==> config.mk <==
export PLATFORM = sky130hd
export DESIGN_NAME = page_replacement_buffer_manager_flat
export DESIGN_NICKNAME = d
export VERILOG_FILES = /design/src/design/prbm_pkg.sv /design/src/design/prbm_if.sv /design/src/design/prbm_ctrl.sv /design/src/design/prbm_dp.sv /design/src/design/page_replacement_buffer_manager.sv /design/src/flat_wrapper.sv
export SDC_FILE = /design/constraint.sdc
export NUM_CORES = 1
export LEC_CHECK = 0
export BUFFER_PORTS_ARGS = -buffer_cell sky130_fd_sc_hd__buf_2
export CELL_PAD_IN_SITES_DETAIL_PLACEMENT = 1
export CELL_PAD_IN_SITES_GLOBAL_PLACEMENT = 1
export CORE_AREA = 2 2 245 186
export CTS_CLUSTER_DIAMETER = 40
export DETAILED_ROUTE_END_ITERATION = 10
export DIE_AREA = 0 0 247 188
export GPL_ROUTABILITY_DRIVEN = 1
export GPL_TIMING_DRIVEN = 0
export HOLD_SLACK_MARGIN = 0.1
export MAX_ROUTING_LAYER = met4
export PLACE_DENSITY_LB_ADDON = 0.1
export SLEW_MARGIN = 10
export SYNTH_ARGS = -nofsm -noshare
export SYNTH_HDL_FRONTEND = slang
export SYNTH_SLANG_ARGS = --single-unit
==> constraint.sdc <==
create_clock -name clk -period 4.32 [get_ports clk]
set_input_delay 0.216 -clock clk [delete_from_list [all_inputs] [get_ports clk]]
set_output_delay 0.216 -clock clk [all_outputs]
set_load 0.005 [all_outputs]
==> src/design/prbm_pkg.sv <==
package prbm_pkg;

    localparam int PAGE_W = 16;
    localparam int SLOT_W = 3;
    localparam int CNT_W  = 32;

    typedef enum logic [1:0] {
        POL_LRU   = 2'd0,
        POL_FIFO  = 2'd1,
        POL_CLOCK = 2'd2,
        POL_MRU   = 2'd3
    } policy_t;

    typedef enum logic [1:0] {
        ST_IDLE,
        ST_LOOK,
        ST_SWEEP,
        ST_EVICT
    } state_t;

    typedef struct packed {
        logic capture;
        logic resolve;
        logic sweep;
        logic evict;
    } cmd_t;

    typedef struct packed {
        logic hit;
        logic exists;
        logic full;
        logic clock_mode;
        logic hand_ref;
    } status_t;

endpackage

==> src/design/prbm_if.sv <==
interface prbm_req_if;
    logic                        valid;
    logic                        ready;
    logic [prbm_pkg::PAGE_W-1:0] page_id;
    logic                        page_exists;
    logic                        dirty_mark;

    modport source (output valid, page_id, page_exists, dirty_mark, input ready);
    modport sink   (input valid, page_id, page_exists, dirty_mark, output ready);
endinterface

interface prbm_rsp_if;
    logic                        valid;
    logic                        ready;
    logic                        hit;
    logic                        loaded;
    logic [prbm_pkg::SLOT_W-1:0] slot;
    logic                        evicted;
    logic [prbm_pkg::PAGE_W-1:0] victim_page;
    logic                        victim_dirty;
    logic [prbm_pkg::CNT_W-1:0]  hits_so_far;
    logic [prbm_pkg::CNT_W-1:0]  misses_so_far;

    modport source (output valid, hit, loaded, slot, evicted, victim_page, victim_dirty,
                    hits_so_far, misses_so_far, input ready);
    modport sink   (input valid, hit, loaded, slot, evicted, victim_page, victim_dirty,
                    hits_so_far, misses_so_far, output ready);
endinterface

interface prbm_cfg_if;
    logic       valid;
    logic       ready;
    logic [1:0] policy;

    modport source (output valid, policy, input ready);
    modport sink   (input valid, policy, output ready);
endinterface

==> src/design/prbm_ctrl.sv <==
module prbm_ctrl
(
    input  logic              clk,
    input  logic              rst_n,
    input  logic              in_valid,
    output logic              in_ready,
    output logic              out_valid,
    input  logic              out_ready,
    input  prbm_pkg::status_t st,
    output prbm_pkg::cmd_t    cmd
);

    prbm_pkg::state_t state_reg, state_next;
    logic             out_valid_reg, out_valid_next;
    logic             out_free;
    logic             out_load;

    always_ff @(posedge clk or negedge rst_n)
    begin
        if (!rst_n)
        begin
            state_reg     <= prbm_pkg::ST_IDLE;
            out_valid_reg <= 1'b0;
        end
        else
        begin
            state_reg     <= state_next;
            out_valid_reg <= out_valid_next;
        end
    end

    always_comb
    begin
        state_next = state_reg;
        cmd        = '0;
        in_ready   = 1'b0;
        out_load   = 1'b0;
        out_free   = !out_valid_reg || out_ready;
        case (state_reg)
            prbm_pkg::ST_IDLE:
            begin
                in_ready = 1'b1;
                if (in_valid)
                begin
                    cmd.capture = 1'b1;
                    state_next  = prbm_pkg::ST_LOOK;
                end
            end
            prbm_pkg::ST_LOOK:
            begin
                if (out_free)
                begin
                    cmd.resolve = 1'b1;
                    if (st.hit || !st.exists || !st.full)
                    begin
                        out_load   = 1'b1;
                        state_next = prbm_pkg::ST_IDLE;
                    end
                    else if (st.clock_mode)
                        state_next = prbm_pkg::ST_SWEEP;
                    else
                        state_next = prbm_pkg::ST_EVICT;
                end
            end
            prbm_pkg::ST_SWEEP:
            begin
                // clear referenced slots under the hand until a clear one turns up
                cmd.sweep = 1'b1;
                if (!st.hand_ref)
                    state_next = prbm_pkg::ST_EVICT;
            end
            prbm_pkg::ST_EVICT:
            begin
                if (out_free)
                begin
                    cmd.evict  = 1'b1;
                    out_load   = 1'b1;
                    state_next = prbm_pkg::ST_IDLE;
                end
            end
            default:
                state_next = prbm_pkg::ST_IDLE;
        endcase
        out_valid_next = out_load ? 1'b1 : (out_ready ? 1'b0 : out_valid_reg);
    end

    assign out_valid = out_valid_reg;

endmodule

==> src/design/prbm_dp.sv <==
module prbm_dp
#(
    parameter int ENTRIES      = 8,
    parameter int PAGE_ID_BITS = 16
)
(
    input  logic                              clk,
    input  logic                              rst_n,
    input  prbm_pkg::cmd_t                    cmd,
    output prbm_pkg::status_t                 st,
    input  logic [prbm_pkg::PAGE_W-1:0]       page_id,
    input  logic                              page_exists,
    input  logic                              dirty_mark,
    input  logic                              cfg_write,
    input  logic [1:0]                        cfg_policy,
    output logic                              hit,
    output logic                              loaded,
    output logic [prbm_pkg::SLOT_W-1:0]       slot,
    output logic                              evicted,
    output logic [prbm_pkg::PAGE_W-1:0]       victim_page,
    output logic                              victim_dirty,
    output logic [prbm_pkg::CNT_W-1:0]        hits_so_far,
    output logic [prbm_pkg::CNT_W-1:0]        misses_so_far
);

    localparam int IDX_W = (ENTRIES > 1) ? $clog2(ENTRIES) : 1;
    localparam int OCC_W = $clog2(ENTRIES + 1);

    prbm_pkg::policy_t policy_reg, policy_next;

    logic [PAGE_ID_BITS-1:0] page_q_reg, page_q_next;
    logic                    exists_q_reg, exists_q_next;
    logic                    dirty_q_reg, dirty_q_next;

    logic [PAGE_ID_BITS-1:0] tag_reg   [ENTRIES];
    logic [PAGE_ID_BITS-1:0] tag_next  [ENTRIES];
    logic                    dty_reg   [ENTRIES];
    logic                    dty_next  [ENTRIES];
    logic [IDX_W-1:0]        rank_reg  [ENTRIES];
    logic [IDX_W-1:0]        rank_next [ENTRIES];
    logic [ENTRIES-1:0]      ref_reg, ref_next;

    logic [OCC_W-1:0]        occ_reg, occ_next;
    logic [IDX_W-1:0]        hand_reg, hand_next;
    logic [IDX_W-1:0]        victim_reg, victim_next;
    logic [prbm_pkg::CNT_W-1:0] hcnt_reg, hcnt_next;
    logic [prbm_pkg::CNT_W-1:0] mcnt_reg, mcnt_next;

    logic                        r_hit_reg, r_hit_next;
    logic                        r_loaded_reg, r_loaded_next;
    logic [IDX_W-1:0]            r_slot_reg, r_slot_next;
    logic                        r_evicted_reg, r_evicted_next;
    logic [PAGE_ID_BITS-1:0]     r_vpage_reg, r_vpage_next;
    logic                        r_vdirty_reg, r_vdirty_next;

    logic [ENTRIES-1:0] match;
    logic               found;
    logic [IDX_W-1:0]   hit_idx;
    logic               full;
    logic               is_clock;
    logic [IDX_W-1:0]   rank_want;
    logic [IDX_W-1:0]   rank_vic;
    logic               rank_vic_ok;
    logic [IDX_W-1:0]   tail;
    logic [IDX_W-1:0]   last_idx;
    logic [IDX_W-1:0]   vrank;
    logic [IDX_W-1:0]   src_rank;

    assign full     = (occ_reg == OCC_W'(ENTRIES));
    assign is_clock = (policy_reg == prbm_pkg::POL_CLOCK);
    assign tail     = occ_reg[IDX_W-1:0];
    assign last_idx = IDX_W'(ENTRIES - 1);

    // tag compare and first match
    always_comb
    begin
        found   = 1'b0;
        hit_idx = '0;
        for (int j = 0; j < ENTRIES; j++)
        begin
            match[j] = (j < int'(occ_reg)) && (tag_reg[j] == page_q_reg);
            if (match[j] && !found)
            begin
                found   = 1'b1;
                hit_idx = IDX_W'(j);
            end
        end
    end

    // recency victim: oldest rank for LRU, newest for MRU
    always_comb
    begin
        rank_want   = (policy_reg == prbm_pkg::POL_MRU) ? '0 : last_idx;
        rank_vic    = '0;
        rank_vic_ok = 1'b0;
        for (int j = 0; j < ENTRIES; j++)
        begin
            if ((rank_reg[j] == rank_want) && !rank_vic_ok)
            begin
                rank_vic_ok = 1'b1;
                rank_vic    = IDX_W'(j);
            end
        end
    end

    always_comb
    begin
        policy_next    = policy_reg;
        page_q_next    = page_q_reg;
        exists_q_next  = exists_q_reg;
        dirty_q_next   = dirty_q_reg;
        tag_next       = tag_reg;
        dty_next       = dty_reg;
        rank_next      = rank_reg;
        ref_next       = ref_reg;
        occ_next       = occ_reg;
        hand_next      = hand_reg;
        victim_next    = victim_reg;
        hcnt_next      = hcnt_reg;
        mcnt_next      = mcnt_reg;
        r_hit_next     = r_hit_reg;
        r_loaded_next  = r_loaded_reg;
        r_slot_next    = r_slot_reg;
        r_evicted_next = r_evicted_reg;
        r_vpage_next   = r_vpage_reg;
        r_vdirty_next  = r_vdirty_reg;
        vrank          = rank_reg[victim_reg];
        src_rank       = '0;

        if (cfg_write)
            policy_next = prbm_pkg::policy_t'(cfg_policy);

        if (cmd.capture)
        begin
            page_q_next   = (PAGE_ID_BITS)'(page_id);
            exists_q_next = page_exists;
            dirty_q_next  = dirty_mark;
        end

        if (cmd.resolve)
        begin
            r_hit_next     = found;
            r_loaded_next  = 1'b0;
            r_slot_next    = '0;
            r_evicted_next = 1'b0;
            r_vpage_next   = '0;
            r_vdirty_next  = 1'b0;
            if (found)
            begin
                r_slot_next = hit_idx;
                if (!(&hcnt_reg))
                    hcnt_next = hcnt_reg + 1'b1;
                if (policy_reg == prbm_pkg::POL_LRU || policy_reg == prbm_pkg::POL_MRU)
                begin
                    for (int j = 0; j < ENTRIES; j++)
                        if ((j < int'(occ_reg)) && (rank_reg[j] < rank_reg[hit_idx]))
                            rank_next[j] = rank_reg[j] + 1'b1;
                    rank_next[hit_idx] = '0;
                end
                else if (is_clock)
                    ref_next[hit_idx] = 1'b1;
            end
            else
            begin
                if (!(&mcnt_reg))
                    mcnt_next = mcnt_reg + 1'b1;
                if (exists_q_reg && !full)
                begin
                    for (int j = 0; j < ENTRIES; j++)
                        if (j < int'(occ_reg))
                            rank_next[j] = rank_reg[j] + 1'b1;
                    tag_next[tail]  = page_q_reg;
                    dty_next[tail]  = dirty_q_reg;
                    ref_next[tail]  = is_clock;
                    rank_next[tail] = '0;
                    occ_next        = occ_reg + 1'b1;
                    r_loaded_next   = 1'b1;
                    r_slot_next     = tail;
                end
                else if (exists_q_reg)
                    victim_next = (policy_reg == prbm_pkg::POL_FIFO) ? '0 : rank_vic;
            end
        end

        if (cmd.sweep)
        begin
            if (ref_reg[hand_reg])
            begin
                ref_next[hand_reg] = 1'b0;
                hand_next = (hand_reg == last_idx) ? '0 : hand_reg + 1'b1;
            end
            else
                victim_next = hand_reg;
        end

        if (cmd.evict)
        begin
            // drop the victim, close the gap, append the new page at the tail
            for (int j = 0; j < ENTRIES - 1; j++)
            begin
                if (j < int'(victim_reg))
                begin
                    src_rank    = rank_reg[j];
                    tag_next[j] = tag_reg[j];
                    dty_next[j] = dty_reg[j];
                    ref_next[j] = ref_reg[j];
                end
                else
                begin
                    src_rank    = rank_reg[j + 1];
                    tag_next[j] = tag_reg[j + 1];
                    dty_next[j] = dty_reg[j + 1];
                    ref_next[j] = ref_reg[j + 1];
                end
                rank_next[j] = src_rank - IDX_W'(src_rank > vrank) + 1'b1;
            end
            tag_next[ENTRIES-1]  = page_q_reg;
            dty_next[ENTRIES-1]  = dirty_q_reg;
            ref_next[ENTRIES-1]  = is_clock;
            rank_next[ENTRIES-1] = '0;
            if (is_clock)
                hand_next = (victim_reg == last_idx) ? '0 : victim_reg;
            r_hit_next     = 1'b0;
            r_loaded_next  = 1'b1;
            r_slot_next    = last_idx;
            r_evicted_next = 1'b1;
            r_vpage_next   = tag_reg[victim_reg];
            r_vdirty_next  = dty_reg[victim_reg];
        end
    end

    always_ff @(posedge clk or negedge rst_n)
    begin
        if (!rst_n)
        begin
            policy_reg <= prbm_pkg::POL_LRU;
            ref_reg    <= '0;
            occ_reg    <= '0;
            hand_reg   <= '0;
            hcnt_reg   <= '0;
            mcnt_reg   <= '0;
        end
        else
        begin
            policy_reg <= policy_next;
            ref_reg    <= ref_next;
            occ_reg    <= occ_next;
            hand_reg   <= hand_next;
            hcnt_reg   <= hcnt_next;
            mcnt_reg   <= mcnt_next;
        end
    end

    always_ff @(posedge clk)
    begin
        page_q_reg    <= page_q_next;
        exists_q_reg  <= exists_q_next;
        dirty_q_reg   <= dirty_q_next;
        tag_reg       <= tag_next;
        dty_reg       <= dty_next;
        rank_reg      <= rank_next;
        victim_reg    <= victim_next;
        r_hit_reg     <= r_hit_next;
        r_loaded_reg  <= r_loaded_next;
        r_slot_reg    <= r_slot_next;
        r_evicted_reg <= r_evicted_next;
        r_vpage_reg   <= r_vpage_next;
        r_vdirty_reg  <= r_vdirty_next;
    end

    assign st.hit        = found;
    assign st.exists     = exists_q_reg;
    assign st.full       = full;
    assign st.clock_mode = is_clock;
    assign st.hand_ref   = ref_reg[hand_reg];

    assign hit           = r_hit_reg;
    assign loaded        = r_loaded_reg;
    assign slot          = (prbm_pkg::SLOT_W)'(r_slot_reg);
    assign evicted       = r_evicted_reg;
    assign victim_page   = (prbm_pkg::PAGE_W)'(r_vpage_reg);
    assign victim_dirty  = r_vdirty_reg;
    assign hits_so_far   = hcnt_reg;
    assign misses_so_far = mcnt_reg;

endmodule

==> src/design/page_replacement_buffer_manager.sv <==
// Sequence: capture on accept, then lookup; a hit, a miss not loaded or a load into a free slot
// is resolved there. An eviction under LRU, FIFO or MRU adds an evict state; under CLOCK the
// hand first sweeps past referenced slots, clearing each, before the evict state.
// A new request is taken only after the previous result is loaded; a stalled output delays lookup and eviction.
// Reset: rst_n asynchronous, active low; empties the table, clears reference bits, hand,
// counters and policy (LRU). No clearing pass.
module page_replacement_buffer_manager
#(
    parameter int ENTRIES      = 8,
    parameter int PAGE_ID_BITS = 16
)
(
    input logic         clk,
    input logic         rst_n,
    prbm_req_if.sink    req,
    prbm_rsp_if.source  rsp,
    prbm_cfg_if.sink    cfg
);

    prbm_pkg::cmd_t    cmd;
    prbm_pkg::status_t st;

    assign cfg.ready = 1'b1;

    prbm_ctrl u_ctrl
    (
        .clk       (clk),
        .rst_n     (rst_n),
        .in_valid  (req.valid),
        .in_ready  (req.ready),
        .out_valid (rsp.valid),
        .out_ready (rsp.ready),
        .st        (st),
        .cmd       (cmd)
    );

    prbm_dp #(
        .ENTRIES      (ENTRIES),
        .PAGE_ID_BITS (PAGE_ID_BITS)
    ) u_dp
    (
        .clk           (clk),
        .rst_n         (rst_n),
        .cmd           (cmd),
        .st            (st),
        .page_id       (req.page_id),
        .page_exists   (req.page_exists),
        .dirty_mark    (req.dirty_mark),
        .cfg_write     (cfg.valid),
        .cfg_policy    (cfg.policy),
        .hit           (rsp.hit),
        .loaded        (rsp.loaded),
        .slot          (rsp.slot),
        .evicted       (rsp.evicted),
        .victim_page   (rsp.victim_page),
        .victim_dirty  (rsp.victim_dirty),
        .hits_so_far   (rsp.hits_so_far),
        .misses_so_far (rsp.misses_so_far)
    );

endmodule

==> src/flat_wrapper.sv <==
// flat-port wrapper written by rule: the top's interface ports become plain ports
module page_replacement_buffer_manager_flat 
#(
    parameter int ENTRIES      = 8,
    parameter int PAGE_ID_BITS = 16
)
  (clk, rst_n, req_valid, req_page_id, req_page_exists, req_dirty_mark, req_ready, rsp_valid, rsp_hit, rsp_loaded, rsp_slot, rsp_evicted, rsp_victim_page, rsp_victim_dirty, rsp_hits_so_far, rsp_misses_so_far, rsp_ready, cfg_valid, cfg_policy, cfg_ready);
  prbm_req_if req_i ();
  prbm_rsp_if rsp_i ();
  prbm_cfg_if cfg_i ();
  input logic clk;
  input logic rst_n;
  input wire logic [$bits(req_i.valid)-1:0] req_valid;
  input wire logic [$bits(req_i.page_id)-1:0] req_page_id;
  input wire logic [$bits(req_i.page_exists)-1:0] req_page_exists;
  input wire logic [$bits(req_i.dirty_mark)-1:0] req_dirty_mark;
  output wire logic [$bits(req_i.ready)-1:0] req_ready;
  output wire logic [$bits(rsp_i.valid)-1:0] rsp_valid;
  output wire logic [$bits(rsp_i.hit)-1:0] rsp_hit;
  output wire logic [$bits(rsp_i.loaded)-1:0] rsp_loaded;
  output wire logic [$bits(rsp_i.slot)-1:0] rsp_slot;
  output wire logic [$bits(rsp_i.evicted)-1:0] rsp_evicted;
  output wire logic [$bits(rsp_i.victim_page)-1:0] rsp_victim_page;
  output wire logic [$bits(rsp_i.victim_dirty)-1:0] rsp_victim_dirty;
  output wire logic [$bits(rsp_i.hits_so_far)-1:0] rsp_hits_so_far;
  output wire logic [$bits(rsp_i.misses_so_far)-1:0] rsp_misses_so_far;
  input wire logic [$bits(rsp_i.ready)-1:0] rsp_ready;
  input wire logic [$bits(cfg_i.valid)-1:0] cfg_valid;
  input wire logic [$bits(cfg_i.policy)-1:0] cfg_policy;
  output wire logic [$bits(cfg_i.ready)-1:0] cfg_ready;
  assign req_i.valid = req_valid;
  assign req_i.page_id = req_page_id;
  assign req_i.page_exists = req_page_exists;
  assign req_i.dirty_mark = req_dirty_mark;
  assign req_ready = req_i.ready;
  assign rsp_valid = rsp_i.valid;
  assign rsp_hit = rsp_i.hit;
  assign rsp_loaded = rsp_i.loaded;
  assign rsp_slot = rsp_i.slot;
  assign rsp_evicted = rsp_i.evicted;
  assign rsp_victim_page = rsp_i.victim_page;
  assign rsp_victim_dirty = rsp_i.victim_dirty;
  assign rsp_hits_so_far = rsp_i.hits_so_far;
  assign rsp_misses_so_far = rsp_i.misses_so_far;
  assign rsp_i.ready = rsp_ready;
  assign cfg_i.valid = cfg_valid;
  assign cfg_i.policy = cfg_policy;
  assign cfg_ready = cfg_i.ready;
  page_replacement_buffer_manager #(.ENTRIES(ENTRIES), .PAGE_ID_BITS(PAGE_ID_BITS)) u_core (.clk(clk), .rst_n(rst_n), .req(req_i), .rsp(rsp_i), .cfg(cfg_i));
endmodule
==> flow_metrics.tcl, run 1 <==
set metrics [dict create \
    status "finished with violations" \
    violations "negative setup slack" \
    place_congestion 1.00 \
    path_clk_slew_ns 0.06 \
    ios 115 \
    synth_edf_count 192 \
    cts_sinks 288 \
    start_util_pct 43.5 \
    wl_per_cell_um 29.0 \
    grt_overflow_total 0 \
    fin_nets 2353 \
    crit_fanout 7 \
    cp-end-kind "register" \
    min_path_type "in2async" \
    grt_max_degree 57 \
    max-vdd-ir-drop_mv 0.447 \
    htreeDepth 2 \
    setup_viol 20 \
    num_vias 17983 \
    synth_top_area_cell "edfxtp_1" \
    required_ns 4.65 \
    synth.top_cells.by_count "369 x nand2_1, 192 x edfxtp_1, 181 x o21ai_0" \
    syn_inst 2002 \
    start_kind "register" \
    timing.final.crit_period_ns 4.46 \
    fill_cells 4905 \
    numCtsBuffers 46 \
    die_w_um 247 \
    slowest_delay_ns 0.44 \
    area_growth_pct 24.9 \
    async_flop_share_pct 29.2 \
    cts_buffer_depth 3 \
    final_cells 2893 \
    grt_pass1_wl_um 120000 \
    ys_seq_area_share_pct 42.2 \
    dr.pass1.iters 6 \
    synth_area_mm2 0.0192 \
    tightest_slew_ns 1.29 \
    fin_skew_ns 0.0316 \
    drive_gt1_share_pct 22.7 \
    arrival_ns 4.79 \
    final.setup.tns_ns -0.682 \
    setup_slack_ns -0.145 \
    dieHeight_um 188 \
    post-route-util_pct 54.3 \
    power_density_mw_per_mm2 620 \
    slew_headroom_pct 13.8 \
    antenna_found_initial 0 \
    yosys.area.top_type_share_pct 30.0 \
    maxCapViolations 0 \
    final_hold_viol_count 0 \
    drc 0 \
    clk-insertion-delay-late_ns 0.61 \
    synth_area_per_cell_um2 9.59 \
    largest_register_ff_count 128 \
    yosysWarnings 0 \
    root_buffer "clkbuf_16" \
    via_per_inst 6.22 \
    leakage_uw 0.00932 \
    core_area_mm2 0.0442 \
    p_total_uw 14900 \
    cts_tree "built" \
    timing_worst_setup_path_type "reg2reg" \
    fin_crit_sh_pct 103 \
    core.rowCount 67 \
    dpl.hpwl_um 62800 \
    ant_nets 0 \
    timing.hold.ws_ns 0.116 \
    wirelength_um 84000 \
    track_usage_pct 36.5 \
    drt_iter0_drc 2253 \
    ys_ff_latch 288 \
    yosysUniqueCellTypes 93 \
    synth_fp_nets 2087 \
    die-area_mm2 0.0464 \
    placed_cells 2709 \
    rr_worst_depth 18 \
    drv_slew 0 \
    max_freq_mhz 224 \
    synth_area_leaders "edfxtp_1 30%, dfrtp_1 11%, nand2_1 7.2%" \
    crit_slowest_cell "a2111o_1" \
    synth_most_common_cell "nand2_1" \
    rsz0062_at_grt "true" \
    synth_top_flop_cell "edfxtp_1" \
    io_buffers 113 \
    first_global_vias 17551 \
    crit_chain "buf_2, xnor2_2, nand4_1, nor3_1, and2_1, nor2_4, and3_4, a21oi_4, o22ai_2, a221oi_2, nand3_4, buf_6, ha_4, nand2b_4, a2111o_1, nand2_2, mux2i_1, a221o_1" \
]
## repair_timing
| item | CTS | global route |
|---|---|---|
| cloned | 0 | 1 |
| setup buffers | 35 | 39 |
| hold buffers | 26 | 0 |
| resized for setup | 122 | 73 |
| pin swaps | 35 | 52 |
| setup endpoints to repair | 225 | 85 |
| hold endpoints to repair | 106 | 0 |
## where the power goes
part,internal (uW),leakage (uW),switching [uW]
logic,2540,0.00553,4370
registers,3520,0.00299,422
clock network,2470,0.000791,1550
total,8530,0.00932,6340
## metal layers
metal	part of all wire [%]	GRT usage, %	wire length, um	vias up
li1	-	-	-	7724
met1	45	55.5	38000	9076
met2	39	46.3	32300	1044
met3	14	11.4	11600	139
met4	2.3	8.34	1960	0
met5	0	-	0	-
## placed cells by master, fill, tap and decap left out, types with 28 or more instances in the layout
master,instances
a21oi_1,53
buf_2,120
buf_4,84
buf_6,28
clkbuf_1,79
clkbuf_16,46
dfrtp_1,84
edfxtp_1,192
ha_1,54
mux2i_1,47
mux4_2,40
nand2_1,360
nand3_1,53
nand4_1,28
nor2_1,103
nor2b_1,35
nor3_1,36
o21ai_0,178
xnor2_1,95
xor2_1,117
## stage by stage
step	setup slack, ns	instance area (um^2)
3_5_place_dp	-1.61	20700
6_report	-0.145	24000
5_1_grt	-0.237	24000
3_3_place_gp	-1.52	20500
4_1_cts	0.0141	23400
2_1_floorplan	0.0217	19200
## final timing paths
check / startpoint / slack (ns) / to
setup / recovery: u_core.u_dp.page_q_reg[11] / -0.14 / u_core.u_dp.rank_reg[18]
hold / removal: rst_n / 0.12 / u_core.u_dp.misses_so_far[19]
setup reg to reg: u_core.u_dp.page_q_reg[11] / -0.14 / u_core.u_dp.rank_reg[18]
hold reg to reg: u_core.u_dp.evicted / 0.45 / u_core.u_dp.evicted
max in group asynchronous: rst_n / 3.53 / u_core.u_dp.occ_reg[2]
min in group clk: req_page_id[11] / 0.33 / u_core.u_dp.page_q_reg[11]
## worst max-delay path, delay by kind of cell (launching register included)
family,cells,cell delay (ns)
compound gates,5,1.36
xor+xnor,1,0.23
fa+ha+maj,1,0.16
buf+inv,2,0.42
flops,1,0.35
mux,1,0.07
simple gates,8,1.58
## logic make-up (layout without fill, tap and decap cells)
logic type	after synthesis	after routing	share of synthesized area [%]
xor+xnor	218	218	9.94
compound gates	371	372	12.0
flops	288	288	42.2
fa+ha+maj	61	61	3.96
mux	112	112	8.61
other cells	1	2	0.0195
simple gates	775	775	19.2
buf+inv	176	479	4.10
## layout make-up
class | count | area, um^2 | area share, %
diodes | 1 | 2.50 | 0.0104
plain buffers | 145 | 825 | 3.44
clock buffers | 48 | 1160 | 4.83
clock inverters | 38 | 480 | 2.00
inverters | 27 | 105 | 0.438
multi-input cells | 1539 | 11000 | 46.0
flip-flops and latches | 288 | 8110 | 33.8
well taps | 586 | 733 | 3.06
repair buffers | 221 | 1550 | 6.47
(Power assumes the default switching activity.)
==> run 2: changes to the inputs <==
Clock period 4.32 ns to 3.8 ns, I/O delays scaled along.
==> flow_metrics.tcl, run 2 (synthesized netlist as in run 1, its figures left out) <==
set metrics [dict create \
    status "finished with violations" \
    violations "negative setup slack" \
    max_freq_mhz 234 \
    drc 0 \
    fin_crit_sh_pct 113 \
    core.rowCount 67 \
    rsz0062_at_grt "true" \
    core_area_mm2 0.0442 \
    ios 115 \
    area_growth_pct 28.4 \
    power_density_mw_per_mm2 693 \
    grt_pass1_wl_um 124000 \
    final_cell_mix "359 x nand2_1, 192 x edfxtp_1, 168 x o21ai_0" \
    root_buffer "clkbuf_16" \
    final_common_cell "nand2_1" \
    seq_power_share_pct 26.3 \
    wl_per_cell_um 29.5 \
    post-route-util_pct 55.8 \
    track_usage_pct 37.6 \
    path_clk_slew_ns 0.06 \
    cts_tree "built" \
    power_frac_clock_pct 26.1 \
    first_global_vias 18120 \
    die_w_um 247 \
    required_ns 4.13 \
    drv_slew 0 \
    cp-end-kind "register" \
    via_per_inst 6.24 \
    io_buffers 113 \
    wirelength_um 85900 \
    numCtsBuffers 47 \
    dieHeight_um 188 \
    timing.final.crit_period_ns 4.28 \
    antenna_found_initial 1 \
    dr.pass1.iters 5 \
    setup_slack_ns -0.480 \
    htreeDepth 2 \
    setup_viol 28 \
    swShare_pct 43.5 \
    place_congestion 0.990 \
    cts_sinks 288 \
    die-area_mm2 0.0464 \
    rr_worst_depth 19 \
    cts_buffer_depth 3 \
    maxCapViolations 0 \
    tightest_slew_ns 1.32 \
    arrival_ns 4.61 \
    fin_nets 2375 \
    leakage_uw 0.00957 \
    slew_headroom_pct 11.9 \
    p_total_uw 17100 \
    fin_skew_ns 0.0232 \
    clk-insertion-delay-late_ns 0.61 \
    grt_max_degree 55 \
    ff2ff_setup_slack_ns -0.48 \
    num_vias 18198 \
    start_util_pct 43.5 \
    rr_startpoint "u_core.u_dp.page_q_reg[4]" \
    timing_worst_setup_path_type "reg2reg" \
    p_switching_uw 7430 \
    dpl.hpwl_um 63100 \
    ant_nets 0 \
    crit_fanout 8 \
    p_int_uw 9650 \
    max-vdd-ir-drop_mv 0.529 \
    drt_iter0_drc 1860 \
    largest_register_ff_count 128 \
    reg2reg_to "u_core.u_dp.rank_reg[18]" \
    final_hold_viol_count 0 \
    min_path_type "in2async" \
    crit_start "u_core.u_dp.page_q_reg[4]" \
    start_kind "register" \
    p_comb_share_pct 47.6 \
    grt_overflow_total 0 \
    drive_gt1_share_pct 25.6 \
]
[run 2: cell types whose count changed in the layout (fill, tap and decap cells not counted), moves of 5 or more]
cell      change
nor2_4        +6
clkbuf_1      -5
buf_4         +6
o21ai_0      -10
buf_6         +7
nor2_1        -7
buf_12       +11
o21ai_1       +9
[run 2: final cells by class]
| cell class | count | area, um^2 |
|---|---|---|
| fillers | 4889 | 19500 |
| flip-flops and latches | 288 | 8110 |
| well taps | 586 | 733 |
| diodes | 2 | 5.00 |
| repair buffers | 242 | 1830 |
| clock inverters | 37 | 413 |
| multi-input cells | 1538 | 11300 |
| clock buffers | 50 | 1200 |
| inverters | 27 | 109 |
| plain buffers | 146 | 915 |
[run 2: routing by layer]
metal  vias to the layer above  share of wire (%)  GRT usage (%)
met1                      9176                 44           54.3
met4                         0                2.2           8.34
met3                       147                 14           15.5
li1                       7774                  -              -
met2                      1101                 39           48.5
met5                         -                  0              -
[run 2: timing repair]
item | 4_1_cts | 5_1_grt
setup endpoints to repair | 252 | 186
setup buffers | 73 | 20
cloned | 0 | 0
hold buffers | 28 | 0
endpoints found under the hold margin | 106 | 0
pin swaps | 92 | 29
gates resized for setup | 244 | 50
[run 2: power by group through the flow]
stage / clock network, uW / logic (uW) / registers (uW)
floorplan: 0 / 4460 / 4320
global placement: 0 / 6620 / 4480
CTS: 4480 / 7680 / 4460
global route: 4590 / 8620 / 4530
detailed placement: 0 / 6890 / 4500
finish: 4450 / 8130 / 4500
[run 2: worst max path at each step]
stage | slack [ns] | to
global placement | -1.71 | u_core.u_dp.tag_reg[113]
finish | -0.48 | u_core.u_dp.rank_reg[18]
detailed placement | -1.65 | u_core.u_dp.rank_reg[8]
floorplan | -0.1 | u_core.u_dp.rank_reg[8]
CTS | -0.34 | u_core.u_dp.rank_reg[11]
global route | -0.57 | u_core.u_dp.rank_reg[18]
[run 2: critical path: stages (launching register included)]
cell and delay [ns]:
edfxtp_1 0.39, buf_6 0.17, buf_12 0.15, xor2_2 0.18, nor4_4 0.38, buf_4 0.17, nand4_1 0.14, buf_4 0.20
o22ai_4 0.23, buf_6 0.16, nor3_1 0.04, o21a_1 0.20, a311oi_1 0.28, mux2_4 0.29, buf_12 0.17, buf_4 0.13
o22a_1 0.15, nand2_1 0.08, mux2i_1 0.12, a221o_1 0.34
[run 2: through the flow]
step,setup WS (ns),std cells,hold WS (ns),cell area [um^2],setup TNS [ns]
2_1_floorplan,-0.0969,2002,-0.106,19300,-0.234
3_3_place_gp,-1.71,2701,0.367,20600,-259.58
3_5_place_dp,-1.65,2710,0.159,20700,-209.61
4_1_cts,-0.341,2894,0.133,24300,-4.63
5_1_grt,-0.567,2915,0.162,24700,-12.49
6_report,-0.480,2916,0.146,24700,-7.91
==> run 3: changes to the inputs <==
Settings changed: CORE_AREA 2 2 245 186 to 2 2 239 182, DIE_AREA 0 0 247 188 to 0 0 241 184, HOLD_SLACK_MARGIN 0.1 to default, SYNTH_HIERARCHICAL from default to 1.
==> flow_metrics.tcl, run 3 <==
set metrics [dict create \
    status "finished with violations" \
    violations "negative setup slack" \
    placed_cells 2450 \
    cts_buffer_depth 3 \
    ff2ff_setup_slack_ns -0.62 \
    synth_most_common_cell "edfxtp_1" \
    reg2reg_to "u_core/u_dp/rank_reg[5]" \
    slew_headroom_pct 21.5 \
    drv_slew 0 \
    dpl.hpwl_um 56700 \
    dpl_worst_slack_ns -2.52 \
    synth_edf_count 192 \
    dr.pass1.iters 5 \
    core.rowCount 65 \
    required_ns 4.11 \
    arrival_ns 4.73 \
    rr_startpoint "u_core/u_dp/page_q_reg[10]" \
    async_flop_share_pct 29.2 \
    synth.top_cells.by_count "192 x edfxtp_1, 127 x nand2_1, 120 x a22o_1" \
    cp-end-kind "register" \
    synth_top_family_by_area "simple AND/OR/NAND/NOR gates" \
    track_usage_pct 36.3 \
    place_congestion 0.981 \
    grt_overflow_total 0 \
    start_util_pct 44.6 \
    synth_area_mm2 0.0186 \
    grt_max_degree 61 \
    final_cells 2668 \
    cts_sinks 288 \
    setup_slack_ns -0.617 \
    rr_worst_depth 20 \
    crit_start "u_core/u_dp/page_q_reg[10]" \
    clk-insertion-delay-late_ns 0.57 \
    ys_ff_latch 288 \
    fin_skew_ns 0.0194 \
    io_buffers 113 \
    crit_fanout 10 \
    final_cell_mix "192 x edfxtp_1, 120 x a22o_1, 118 x buf_2, 118 x nand2_1, 98 x buf_4" \
    area_growth_pct 30.9 \
    synthMuxAreaShare_pct 8.38 \
    min_path_type "in2reg" \
    syn_inst 1764 \
    start_kind "register" \
    die-area_mm2 0.0443 \
    antenna_found_initial 0 \
    tightest_slew_ns 1.18 \
    setup_viol 47 \
    ys_seq_area_share_pct 43.5 \
    antenna_cells 0 \
    htreeDepth 2 \
    post-route-util_pct 58.4 \
    drc 0 \
    leakage_uw 0.00972 \
    drt_iter0_drc 2108 \
    ant_nets 0 \
    cts_tree "built" \
    maxCapViolations 0 \
    grt_pass1_wl_um 114000 \
    timing.hold.ws_ns 0.0462 \
    root_buffer "clkbuf_16" \
    yosys.area.top_type_share_pct 30.9 \
    rsz0062_at_grt "true" \
    fin_crit_sh_pct 116 \
    power_density_mw_per_mm2 734 \
    synth-simple-area-share_pct 16.0 \
    die_w_um 241 \
    synth_fp_nets 1849 \
    wirelength_um 79500 \
    synth_top_area_cell "edfxtp_1" \
    drive_gt1_share_pct 29.3 \
    wl_per_cell_um 29.8 \
    synth_compound_area_share_pct 14.2 \
    synth_fa_ha_area_share_pct 4.35 \
    synth_xor_xnor_area_share_pct 9.86 \
    final_common_cell "edfxtp_1" \
    synth_top_flop_cell "edfxtp_1" \
    crit_end "u_core/u_dp/rank_reg[5]" \
    timing_worst_setup_path_type "reg2reg" \
    final.setup.tns_ns -12.24 \
    ios 115 \
    timing.final.crit_period_ns 4.42 \
    first_global_vias 16927 \
    numCtsBuffers 46 \
    yosysWarnings 6 \
    dieHeight_um 184 \
    path_clk_slew_ns 0.06 \
    max_freq_mhz 226 \
    largest_register_ff_count 128 \
    final_hold_viol_count 0 \
    max-vdd-ir-drop_mv 0.333 \
    num_vias 17122 \
    core_area_mm2 0.0418 \
    synth_area_per_cell_um2 10.6 \
    fin_nets 2148 \
    yosysUniqueCellTypes 94 \
    via_per_inst 6.42 \
    synth_area_leaders "edfxtp_1 31%, dfrtp_1 11%, a22o_1 5.6%" \
]
## run 3: cell count changes after synthesis, sizes merged, moves of 14 or more
| cell | delta |
|---|---|
| xor2 | -14 |
| nor2b | +19 |
| nand2 | -242 |
| nor2 | -14 |
| buf | -20 |
| o21ai | -118 |
| a22o | +118 |
## run 3: worst min-delay path by stage
stage	from	end	slack [ns]	cells after the start
final	req_valid	u_core/u_ctrl/state_reg[0]	0.05	4
after global placement	req_page_id[14]	u_core/u_dp/page_q_reg[14]	0.37	1
after detailed placement	rst_n	u_core/u_dp/misses_so_far[17]	0.14	1
after floorplan	rst_n	async pin	-0.11	0
after CTS	req_valid	u_core/u_ctrl/state_reg[0]	0.04	4
after global routing	req_valid	u_core/u_ctrl/state_reg[0]	0.1	4
## run 3: worst max-delay path: stages, from the launching register on
cell and delay [ns]:
edfxtp_1 0.38, buf_4 0.23, xnor2_1 0.23, nand4_1 0.18
nor4_4 0.48, nand4_1 0.31, nand3_2 0.20, buf_6 0.13
or2_4 0.13, nor2_1 0.04, a211o_1 0.34, a21oi_2 0.19
o21ai_4 0.12, buf_4 0.16, buf_4 0.15, ha_4 0.23
nor2_2 0.11, nor3_2 0.04, o21a_1 0.18, a221oi_2 0.22
a21oi_1 0.07
## run 3: cell type report
class	instances	area [um^2]
Sequential cell	288	8110
Timing Repair Buffer	253	1890
Buffer	120	734
Clock inverter	31	348
Clock buffer	53	1240
Multi-Input combinational cell	1320	11200
Fill cell	4437	17400
Inverter	34	134
Tap cell	569	712
## run 3: stage by stage
| stage | cell area, um^2 | power [uW] |
|---|---|---|
| after floorplan | 18800 | 9180 |
| after global placement | 20000 | 11500 |
| after detailed placement | 20100 | 11800 |
| after CTS | 23600 | 17100 |
| after global routing | 24400 | 18600 |
| final | 24400 | 17900 |
## run 3: cell families after synthesis
group | after synthesis
multiplexers | 112
buffers and inverters | 159
XOR/XNOR | 210
flip-flops | 288
adder cells (fa/ha/maj) | 66
AO/OA/AOI/OAI | 368
other | 1
AND/OR/NAND/NOR | 560
## run 3: power breakdown
part	internal, uW	switching [uW]
Sequential	4040	514
Combinational	3630	5350
Clock	2710	1680
## run 3: per-layer routing
layer / up-vias / part of all wire [%] / track usage (%)
met4: 0 / 2.3 / 8.25
met5: - / 0 / -
met2: 1025 / 42 / 49.9
met1: 8716 / 43 / 51.8
met3: 137 / 13 / 11.5
li1: 7244 / - / -
## run 3: what timing repair did
action	CTS	global route
gates resized for setup	210	99
endpoints found under the hold margin	105	0
pin swaps	65	68
cloned	3	1
buffers inserted	67	43
hold buffers	26	0
endpoints found under the setup margin	291	211
